[config.mk]
export PLATFORM = sky130hd
export DESIGN_NAME = pixel_format_converter_top
export DESIGN_NICKNAME = d
export VERILOG_FILES = /design/src/rtl/core/pfc_pkg.sv /design/src/rtl/core/pfc_convert.sv /design/src/rtl/core/pfc_stream.sv /design/src/rtl/core/pixel_format_converter_top.sv
export SDC_FILE = /design/constraint.sdc
export NUM_CORES = 1
export LEC_CHECK = 0
export ABC_AREA = 1
export BUFFER_PORTS_ARGS = -buffer_cell sky130_fd_sc_hd__buf_2
export CAP_MARGIN = 5
export CORE_MARGIN = 5
export CORE_UTILIZATION = 35
export CTS_CLUSTER_DIAMETER = 100
export DETAILED_ROUTE_END_ITERATION = 10
export PLACE_DENSITY = 0.62
export SLEW_MARGIN = 5
export SYNTH_ARGS = -nofsm -noshare
export SYNTH_HDL_FRONTEND = slang
export SYNTH_SLANG_ARGS = --single-unit
[constraint.sdc]
create_clock -name clk -period 9.6 [get_ports clk]
set_input_delay 0.48 -clock clk [delete_from_list [all_inputs] [get_ports clk]]
set_output_delay 0.48 -clock clk [all_outputs]
set_load 0.05 [all_outputs]
[src/rtl/core/pfc_pkg.sv]
// ----------------------------------------------------------------------------
// pfc_pkg
// Shared types and constants for the pixel format converter.
// ----------------------------------------------------------------------------
package pfc_pkg;

    typedef enum logic [1:0] {
        FMT_PALETTE = 2'd0,
        FMT_RGB555  = 2'd1,
        FMT_RGB24   = 2'd2,
        FMT_RGB32   = 2'd3
    } fmt_t;

    // configuration register indexes
    localparam int CFG_IDX_W = 4;
    localparam logic [CFG_IDX_W-1:0] REG_SOURCE_FORMAT  = 4'd0;
    localparam logic [CFG_IDX_W-1:0] REG_DEST_FORMAT    = 4'd1;
    localparam logic [CFG_IDX_W-1:0] REG_ROW_PIXELS     = 4'd2;
    localparam logic [CFG_IDX_W-1:0] REG_DEST_PAD_BYTES = 4'd3;

    localparam int CFG_DATA_W = 13;
    localparam int ROW_W      = 13;
    localparam int PAD_W      = 8;

    localparam int DEFAULT_MAX_ROW_PIXELS = 4096;
    localparam logic [PAD_W-1:0] PAD_LIMIT = 8'd252;

    typedef struct packed {
        fmt_t             source_format;
        fmt_t             dest_format;
        logic [ROW_W-1:0] row_pixels;
        logic [PAD_W-1:0] dest_pad_bytes;
    } cfg_t;

endpackage

[src/rtl/core/pfc_convert.sv]
// ----------------------------------------------------------------------------
// pfc_convert
// Single pass pixel conversion between palette, 5:5:5, 24-bit and 32-bit.
// ----------------------------------------------------------------------------
module pfc_convert
(
    input  pfc_pkg::fmt_t source_format,
    input  pfc_pkg::fmt_t dest_format,
    input  logic [31:0]   source_pixel,
    output logic [31:0]   word,
    output logic [2:0]    count
);

    localparam logic [7:0] LEVELS [6] = '{8'h00, 8'h33, 8'h66, 8'h99, 8'hCC, 8'hFF};
    localparam logic [7:0] NEAR_LIMIT = 8'd25;

    // first cube level within the limit
    function automatic logic [2:0] near_level(input logic [7:0] c);
        logic [2:0] k;
        logic       found;
        logic [7:0] d;
        k     = 3'd0;
        found = 1'b0;
        for (int i = 0; i < 6; i++)
        begin
            d = (c >= LEVELS[i]) ? (c - LEVELS[i]) : (LEVELS[i] - c);
            if (!found && d <= NEAR_LIMIT)
            begin
                k     = 3'(i);
                found = 1'b1;
            end
        end
        return k;
    endfunction

    logic [7:0] idx;
    logic [2:0] q36;
    logic [5:0] r36;
    logic [2:0] q6;
    logic [2:0] r6;
    logic [7:0] c0;
    logic [7:0] c1;
    logic [7:0] c2;
    logic [7:0] alpha;
    logic [2:0] k0;
    logic [2:0] k1;
    logic [2:0] k2;

    // palette index split into base-6 digits
    always_comb
    begin
        idx = source_pixel[7:0];
        q36 = 3'd0;
        for (int i = 1; i < 6; i++)
        begin
            if (idx >= 8'(36 * i))
                q36 = 3'(i);
        end
        r36 = 6'(idx - 8'(q36) * 8'd36);
        q6  = 3'd0;
        for (int i = 1; i < 6; i++)
        begin
            if (r36 >= 6'(6 * i))
                q6 = 3'(i);
        end
        r6 = 3'(r36 - 6'(q6) * 6'd6);
    end

    always_comb
    begin
        alpha = 8'hFF;
        case (source_format)
            pfc_pkg::FMT_PALETTE:
            begin
                if (idx >= 8'd216)
                begin
                    c0 = 8'hFF;
                    c1 = 8'hFF;
                    c2 = 8'hFF;
                end
                else
                begin
                    c0 = LEVELS[q36];
                    c1 = LEVELS[q6];
                    c2 = LEVELS[r6];
                end
            end
            pfc_pkg::FMT_RGB555:
            begin
                c0 = {source_pixel[4:0], 3'b000};
                c1 = {source_pixel[9:5], 3'b000};
                c2 = {source_pixel[14:10], 3'b000};
            end
            pfc_pkg::FMT_RGB24:
            begin
                c0 = source_pixel[7:0];
                c1 = source_pixel[15:8];
                c2 = source_pixel[23:16];
            end
            default:
            begin
                c0    = source_pixel[7:0];
                c1    = source_pixel[15:8];
                c2    = source_pixel[23:16];
                alpha = source_pixel[31:24];
            end
        endcase
    end

    assign k0 = near_level(c0);
    assign k1 = near_level(c1);
    assign k2 = near_level(c2);

    always_comb
    begin
        count = {1'b0, dest_format} + 3'd1;
        if (source_format == dest_format)
        begin
            case (dest_format)
                pfc_pkg::FMT_PALETTE: word = {24'd0, source_pixel[7:0]};
                pfc_pkg::FMT_RGB555:  word = {16'd0, source_pixel[15:0]};
                pfc_pkg::FMT_RGB24:   word = {8'd0, source_pixel[23:0]};
                default:              word = source_pixel;
            endcase
        end
        else
        begin
            case (dest_format)
                pfc_pkg::FMT_PALETTE:
                    word = {24'd0, 8'(8'(k0) * 8'd36 + 8'(k1) * 8'd6 + 8'(k2))};
                pfc_pkg::FMT_RGB555:
                    word = {17'd0, c2[7:3], c1[7:3], c0[7:3]};
                pfc_pkg::FMT_RGB24:
                    word = {8'd0, c2, c1, c0};
                default:
                    word = {alpha, c2, c1, c0};
            endcase
        end
    end

endmodule

[src/rtl/core/pfc_stream.sv]
// ----------------------------------------------------------------------------
// pfc_stream
// Input register, column counter, result register and row-end pad sequencer.
// ----------------------------------------------------------------------------
module pfc_stream
#(
    parameter int MAX_ROW_PIXELS = pfc_pkg::DEFAULT_MAX_ROW_PIXELS
)
(
    input  logic          clk,
    input  logic          rst_n,
    input  pfc_pkg::cfg_t cfg,
    input  logic          in_valid,
    output logic          in_stall,
    input  logic [31:0]   source_pixel,
    output logic          out_valid,
    input  logic          out_stall,
    output logic [31:0]   out_bytes,
    output logic [2:0]    out_count,
    output logic          last_of_run
);

    localparam int CW = (MAX_ROW_PIXELS > 1) ? $clog2(MAX_ROW_PIXELS) : 1;
    localparam int RW = (CW + 1 > pfc_pkg::ROW_W) ? CW + 1 : pfc_pkg::ROW_W;
    localparam logic [RW-1:0] ROW_MAX = RW'(MAX_ROW_PIXELS);

    logic [CW-1:0] col_reg;
    logic [CW-1:0] col_next;

    logic          s1_valid_reg;
    logic          s1_valid_next;
    logic [31:0]   s1_pixel_reg;
    logic [31:0]   s1_pixel_next;
    logic          s1_row_end_reg;
    logic          s1_row_end_next;

    logic          out_valid_reg;
    logic          out_valid_next;
    logic [31:0]   out_bytes_reg;
    logic [31:0]   out_bytes_next;
    logic [2:0]    out_count_reg;
    logic [2:0]    out_count_next;
    logic          last_reg;
    logic          last_next;
    logic [pfc_pkg::PAD_W-1:0] pad_left_reg;
    logic [pfc_pkg::PAD_W-1:0] pad_left_next;

    logic [RW-1:0] row_eff;
    logic [RW-1:0] row_in;
    logic          row_end;
    logic [pfc_pkg::PAD_W-1:0] pad_sat;
    logic [2:0]    pad_take;
    logic [pfc_pkg::PAD_W-1:0] pad_rest;
    logic          out_take;
    logic          pad_step;
    logic          load_out;
    logic          in_take;
    logic [31:0]   conv_word;
    logic [2:0]    conv_count;

    pfc_convert u_convert
    (
        .source_format (cfg.source_format),
        .dest_format   (cfg.dest_format),
        .source_pixel  (s1_pixel_reg),
        .word          (conv_word),
        .count         (conv_count)
    );

    // effective row length: zero reads as one, saturate at the maximum
    always_comb
    begin
        row_in = RW'(cfg.row_pixels);
        if (row_in == '0)
            row_eff = RW'(1);
        else if (row_in > ROW_MAX)
            row_eff = ROW_MAX;
        else
            row_eff = row_in;
        row_end = (RW'(col_reg) + RW'(1)) >= row_eff;
        pad_sat = (cfg.dest_pad_bytes > pfc_pkg::PAD_LIMIT) ? pfc_pkg::PAD_LIMIT
                                                            : cfg.dest_pad_bytes;
    end

    always_comb
    begin
        pad_take = (pad_left_reg > 8'd4) ? 3'd4 : pad_left_reg[2:0];
        pad_rest = pad_left_reg - pfc_pkg::PAD_W'(pad_take);
        out_take = out_valid_reg && !out_stall;
        pad_step = out_take && (pad_left_reg != '0);
        load_out = s1_valid_reg && (!out_valid_reg || (out_take && pad_left_reg == '0));
        in_stall = s1_valid_reg && !load_out;
        in_take  = in_valid && !in_stall;
    end

    always_comb
    begin
        col_next        = col_reg;
        s1_valid_next   = s1_valid_reg;
        s1_pixel_next   = s1_pixel_reg;
        s1_row_end_next = s1_row_end_reg;
        if (in_take)
        begin
            s1_valid_next   = 1'b1;
            s1_pixel_next   = source_pixel;
            s1_row_end_next = row_end;
            col_next        = row_end ? '0 : col_reg + CW'(1);
        end
        else if (load_out)
        begin
            s1_valid_next = 1'b0;
        end
    end

    always_comb
    begin
        out_valid_next = out_valid_reg;
        out_bytes_next = out_bytes_reg;
        out_count_next = out_count_reg;
        last_next      = last_reg;
        pad_left_next  = pad_left_reg;
        if (load_out)
        begin
            out_valid_next = 1'b1;
            out_bytes_next = conv_word;
            out_count_next = conv_count;
            pad_left_next  = s1_row_end_reg ? pad_sat : '0;
            last_next      = !(s1_row_end_reg && pad_sat != '0);
        end
        else if (pad_step)
        begin
            out_bytes_next = '0;
            out_count_next = pad_take;
            pad_left_next  = pad_rest;
            last_next      = (pad_rest == '0);
        end
        else if (out_take)
        begin
            out_valid_next = 1'b0;
        end
    end

    always_ff @(posedge clk or negedge rst_n)
    begin
        if (!rst_n)
        begin
            col_reg       <= '0;
            s1_valid_reg  <= 1'b0;
            out_valid_reg <= 1'b0;
            pad_left_reg  <= '0;
        end
        else
        begin
            col_reg       <= col_next;
            s1_valid_reg  <= s1_valid_next;
            out_valid_reg <= out_valid_next;
            pad_left_reg  <= pad_left_next;
        end
    end

    always_ff @(posedge clk)
    begin
        s1_pixel_reg   <= s1_pixel_next;
        s1_row_end_reg <= s1_row_end_next;
        out_bytes_reg  <= out_bytes_next;
        out_count_reg  <= out_count_next;
        last_reg       <= last_next;
    end

    assign out_valid   = out_valid_reg;
    assign out_bytes   = out_bytes_reg;
    assign out_count   = out_count_reg;
    assign last_of_run = last_reg;

`ifndef SYNTHESIS
    a_stall_only_when_full: assert property (@(posedge clk) disable iff (!rst_n)
        in_stall |-> s1_valid_reg)
        else $error("input stalled with empty input register");

    a_not_last_has_pad: assert property (@(posedge clk) disable iff (!rst_n)
        (out_valid_reg && !last_reg) |-> (pad_left_reg != '0))
        else $error("non-final result with no pad bytes left");

    a_last_no_pad: assert property (@(posedge clk) disable iff (!rst_n)
        (out_valid_reg && last_reg) |-> (pad_left_reg == '0))
        else $error("final result while pad bytes remain");

    a_col_in_range: assert property (@(posedge clk) disable iff (!rst_n)
        RW'(col_reg) < ROW_MAX)
        else $error("column counter beyond maximum row length");

    a_count_range: assert property (@(posedge clk) disable iff (!rst_n)
        out_valid_reg |-> (out_count_reg >= 3'd1 && out_count_reg <= 3'd4))
        else $error("result byte count out of range");
`endif

endmodule

[src/rtl/core/pixel_format_converter_top.sv]
// ----------------------------------------------------------------------------
// pixel_format_converter_top
// Pixel format converter with row-end zero padding and a register write port.
// ----------------------------------------------------------------------------
// Pipeline: a request passes the input register, then the result register.
// Throughput: one pixel per cycle unless out_stall; a row end adds pad results
//   of up to four zero bytes each, produced from the result register.
// Reset: registers return to palette/palette, row length 1, no padding;
//   column counter cleared, pipeline empty.
// ----------------------------------------------------------------------------
module pixel_format_converter_top
#(
    parameter int MAX_ROW_PIXELS = pfc_pkg::DEFAULT_MAX_ROW_PIXELS
)
(
    input  logic                           clk,
    input  logic                           rst_n,
    input  logic                           cfg_write,
    input  logic [pfc_pkg::CFG_IDX_W-1:0]  cfg_index,
    input  logic [pfc_pkg::CFG_DATA_W-1:0] cfg_data,
    input  logic                           in_valid,
    output logic                           in_stall,
    input  logic [31:0]                    source_pixel,
    output logic                           out_valid,
    input  logic                           out_stall,
    output logic [31:0]                    out_bytes,
    output logic [2:0]                     out_count,
    output logic                           last_of_run
);

    pfc_pkg::cfg_t cfg_reg;
    pfc_pkg::cfg_t cfg_next;

    always_comb
    begin
        cfg_next = cfg_reg;
        if (cfg_write)
        begin
            case (cfg_index)
                pfc_pkg::REG_SOURCE_FORMAT:
                    cfg_next.source_format = pfc_pkg::fmt_t'(cfg_data[1:0]);
                pfc_pkg::REG_DEST_FORMAT:
                    cfg_next.dest_format = pfc_pkg::fmt_t'(cfg_data[1:0]);
                pfc_pkg::REG_ROW_PIXELS:
                    cfg_next.row_pixels = cfg_data[pfc_pkg::ROW_W-1:0];
                pfc_pkg::REG_DEST_PAD_BYTES:
                    cfg_next.dest_pad_bytes = cfg_data[pfc_pkg::PAD_W-1:0];
                default:
                    cfg_next = cfg_reg;
            endcase
        end
    end

    always_ff @(posedge clk or negedge rst_n)
    begin
        if (!rst_n)
        begin
            cfg_reg.source_format  <= pfc_pkg::FMT_PALETTE;
            cfg_reg.dest_format    <= pfc_pkg::FMT_PALETTE;
            cfg_reg.row_pixels     <= pfc_pkg::ROW_W'(1);
            cfg_reg.dest_pad_bytes <= '0;
        end
        else
        begin
            cfg_reg <= cfg_next;
        end
    end

    pfc_stream
    #(
        .MAX_ROW_PIXELS (MAX_ROW_PIXELS)
    )
    u_stream
    (
        .clk          (clk),
        .rst_n        (rst_n),
        .cfg          (cfg_reg),
        .in_valid     (in_valid),
        .in_stall     (in_stall),
        .source_pixel (source_pixel),
        .out_valid    (out_valid),
        .out_stall    (out_stall),
        .out_bytes    (out_bytes),
        .out_count    (out_count),
        .last_of_run  (last_of_run)
    );

endmodule
==> results <==
- The number of different library cells in the post-synthesis netlist is 69.
- The share of synthesized area occupied by flip-flops and latches is 29.40%.
- The count of flip-flops with a built-in enable after synthesis is 69.
- The first global-routing pass estimated 52350 um of wire.
- The worst pin sits at a relative slew slack of 25.66%.
- The die covers 35240 um^2.
- By area the synthesized netlist is led by sky130_fd_sc_hd__edfxtp_1, sky130_fd_sc_hd__nand2_1, sky130_fd_sc_hd__dfrtp_1, sky130_fd_sc_hd__ha_1, sky130_fd_sc_hd__inv_1.
- After detailed placement, the design holds a cell count of 2028.
- The routed design could run at a clock period as short as 8277 ps.
- The number of hold-repair buffers added at the cts stage is 0.
- The wire-length estimate of the detail-placed layout is 24290 um.
- The via count of the first global-routing pass is 10180.
- Compared with the post-synthesis result, the final layout area differs by 12.50%.
- The worst endpoint data arrival time is 8420 ps.
- The DRC violation total after the first TritonRoute iteration is 772.
- Setup repair after global routing left no endpoint under its margin.
- Dividing the detail-routed wire length by the instance count gives 15.57 um.
- The standby leakage power is 0.006101 uW.
- The most instantiated library cell after synthesis is sky130_fd_sc_hd__nand2_1.
- The fill cell total of the finished layout is 3303.
- The total routing resource utilization after global routing is 18.04%.
- The setup TNS after final layout is 0 ps.
- Synthesis inferred 116 register bits.
- Along the worst path, the maximum fanout reaches 14.
- For this design the top-level I/O count stands at 92.
- The commonest cells after synthesis are sky130_fd_sc_hd__nand2_1, sky130_fd_sc_hd__inv_1, sky130_fd_sc_hd__nor2_1.
- For the pin with the worst max-slew slack, the measured transition is 1115 ps.
- For this configuration, the core starts out at a cell density of 35.21%.
- Counting every instance in the synthesized netlist gives 1565.
- The average instance area after synthesis is 7.063 um^2.
- CTS built an H-tree with a depth of 4.
- The post-synthesis async set-or-reset flop share is 40.52%.
- The share of cells above drive strength 1 is 14.05%.
- The worst-case clock buffer depth is 2.
- The number of buffers added for setup after CTS is 0.
- The synthesized design devotes to its leading area cell type 18.75% of total area.
- The required time at the worst-slack endpoint is 9740 ps.
- In this run the horizontal extent of the chip is 187.7 um.
- In this run the standard cell core region covers 31390 um^2.
- The path class of the lowest-slack min-delay path is in -> reg.
- The hold violation total from the final report is 0.
- Input and output buffers added on the ports amount to 91.
- For this run, the slowest stage of the critical path takes 570 ps.
- Dividing total power by cell area gives a power density of 362.9 nW/um^2.
- Max-cap violations in this run came to 0.
- The post-route DRC violation count is 0.
- The final cell count without fillers is 2061.
- The count of clock tree sinks is 116.
- The antenna violation net count after detailed routing is 0.
- TritonCTS built the clock tree.
- After global routing the overflow that remains totals 0.
- Entering global routing, the biggest net connects 48 pins.
- The worst setup path is captured at a flop.
- The via density per instance is 5.176.
- The cell type with the highest aggregate area in the netlist is sky130_fd_sc_hd__edfxtp_1.
- Once layout is complete, the utilization of the core stands at 39.61%.
- The most instantiated flip-flop cell in the synthesis netlist is sky130_fd_sc_hd__edfxtp_1.
- The run finished with clean final reports.
- Across the VDD grid, the largest voltage drop is 0.1502 mV.
- The initial antenna violation count is 8.
- The height of the chip is 187.7 um.
- The critical path in this run is classified as reg -> reg.
- For this run, the top clock speed supported by timing is 0.1208 GHz.
- The final critical path takes up 86.22% of the cycle.
- The number of vias in the routed layout is 10670.
- The total detailed-routing wirelength is 32090 um.
- The count of instances resized after the clock tree is built is 0.
- The CTS buffer count is 17.
- Clock-pin slew was measured on the worst setup and hold paths at 60 ps.
- After floorplanning, the core was divided into 65 placement rows.
- Counting stages on the worst path, the most repeated cell is sky130_fd_sc_hd__nand2_1.
- The clock latency on the worst-skew pair is 420 ps.
- Counting every net in the synthesized netlist gives 1711.
- The number of pins exceeding their max-slew limit in the final report is 0.
- Setup violations remaining at the end of the flow were counted as 0.
- The cell with the largest stage delay on the worst path is sky130_fd_sc_hd__edfxtp_1.
- Routability-driven placement finished with a final weighted congestion of 0.9150.
- STA classifies the critical path startpoint as a flop.
- CTS placed an instance of sky130_fd_sc_hd__clkbuf_16 at the clock tree root.
- The pre-antenna-repair detailed-routing pass consisted of 5 iterations.
- For the final database, setup skew stands at 5.498 ps.
- In this run the cell area of the synthesized design comes to 11050 um^2.
- The net count of the finished layout is 1791.
- The Yosys warning count is 0.
-- layout make-up --
class                           instances  area [um^2]  area share, %
Antenna cell                            1        2.502        0.02012
Clock inverter                          7        41.29         0.3321
Sequential cell                       116         3249          26.13
Multi-Input combinational cell       1202         6808          54.75
Timing Repair Buffer                   98        508.0          4.085
Inverter                              210        794.5          6.390
Clock buffer                           25        528.0          4.246
Tap cell                              402        503.0          4.045
-- stage by stage --
step	worst slack, ps	cell area (um^2)	hold slack, ps	total power (uW)
2_1_floorplan	2500	11050	184.4	3166
3_3_place_gp	1762	11860	445.1	3809
3_5_place_dp	1442	11860	454.0	3853
4_1_cts	1426	12430	206.3	4490
5_1_grt	476.0	12430	212.0	4982
6_report	1323	12430	230.3	4512
-- routing by layer --
metal  global-route usage [%]  wire length, um
met4                    6.804              928
met2                    28.90            14400
met3                    3.723             1925
met5                        0               87
met1                    24.08            14760
-- report_power, final --
group	internal, uW	total, uW	switching [uW]
Sequential	626	706	80.1
Combinational	1060	3190	2130
Clock	380	615	234
Total	2070	4510	2450
-- cell families (layout without fill, tap and decap cells) --
logic type,after synthesis,count (layout),share of synthesized area [%]
AND/OR/NAND/NOR,765,765,30.91
AO/OA/AOI/OAI,280,280,14.87
buffers and inverters,247,340,9.033
flip-flops,116,116,29.40
adder cells (fa/ha/maj),92,92,10.62
XOR/XNOR,58,58,4.596
multiplexers,5,5,0.4981
other,2,3,0.06794
-- worst max-delay path, delay by kind of cell (launching register included) --
family          cells  cell delay [ps]
xor+xnor            4              960
simple gates       27             2680
fa+ha+maj           6             1820
buf+inv             5              630
flops               1              570
compound gates      7             1340
-- layout by cell type (no fill, tap or decap), types with 49 or more instances in the layout --
master	Yosys	final
sky130_fd_sc_hd__a21oi_1	75	75
sky130_fd_sc_hd__nand3_1	112	112
sky130_fd_sc_hd__edfxtp_1	69	69
sky130_fd_sc_hd__nor2_1	113	113
sky130_fd_sc_hd__ha_1	89	89
sky130_fd_sc_hd__inv_1	180	179
sky130_fd_sc_hd__buf_2	13	91
sky130_fd_sc_hd__o21ai_0	99	99
sky130_fd_sc_hd__xor2_1	49	49
sky130_fd_sc_hd__nand2_1	432	431
-- path summary, 6_finish.rpt --
| path | start | end | slack, ps | cells after the start |
|---|---|---|---|---|
| worst max-delay path | u_stream.s1_pixel_reg[5]$_DFFE_PP_ | u_stream.out_bytes[7]$_SDFFCE_PN0P_ | 1320 | 49 |
| worst min-delay path | source_pixel[24] | u_stream.s1_pixel_reg[24]$_DFFE_PP_ | 230 | 1 |
| worst max register to register | u_stream.s1_pixel_reg[5]$_DFFE_PP_ | u_stream.out_bytes[7]$_SDFFCE_PN0P_ | 1320 | 49 |
| worst min register to register | u_stream.s1_valid_reg$_DFFE_PN0P_ | u_stream.out_valid$_DFFE_PN0P_ | 460 | 2 |
| max in group asynchronous | rst_n | u_stream.pad_left_reg[0]$_DFFE_PN0P_ | 8670 | 1 |
| min in group asynchronous | rst_n | cfg_reg[12]$_DFFE_PN0P_ | 270 | 1 |
Power figures use the tool's default switching activity.
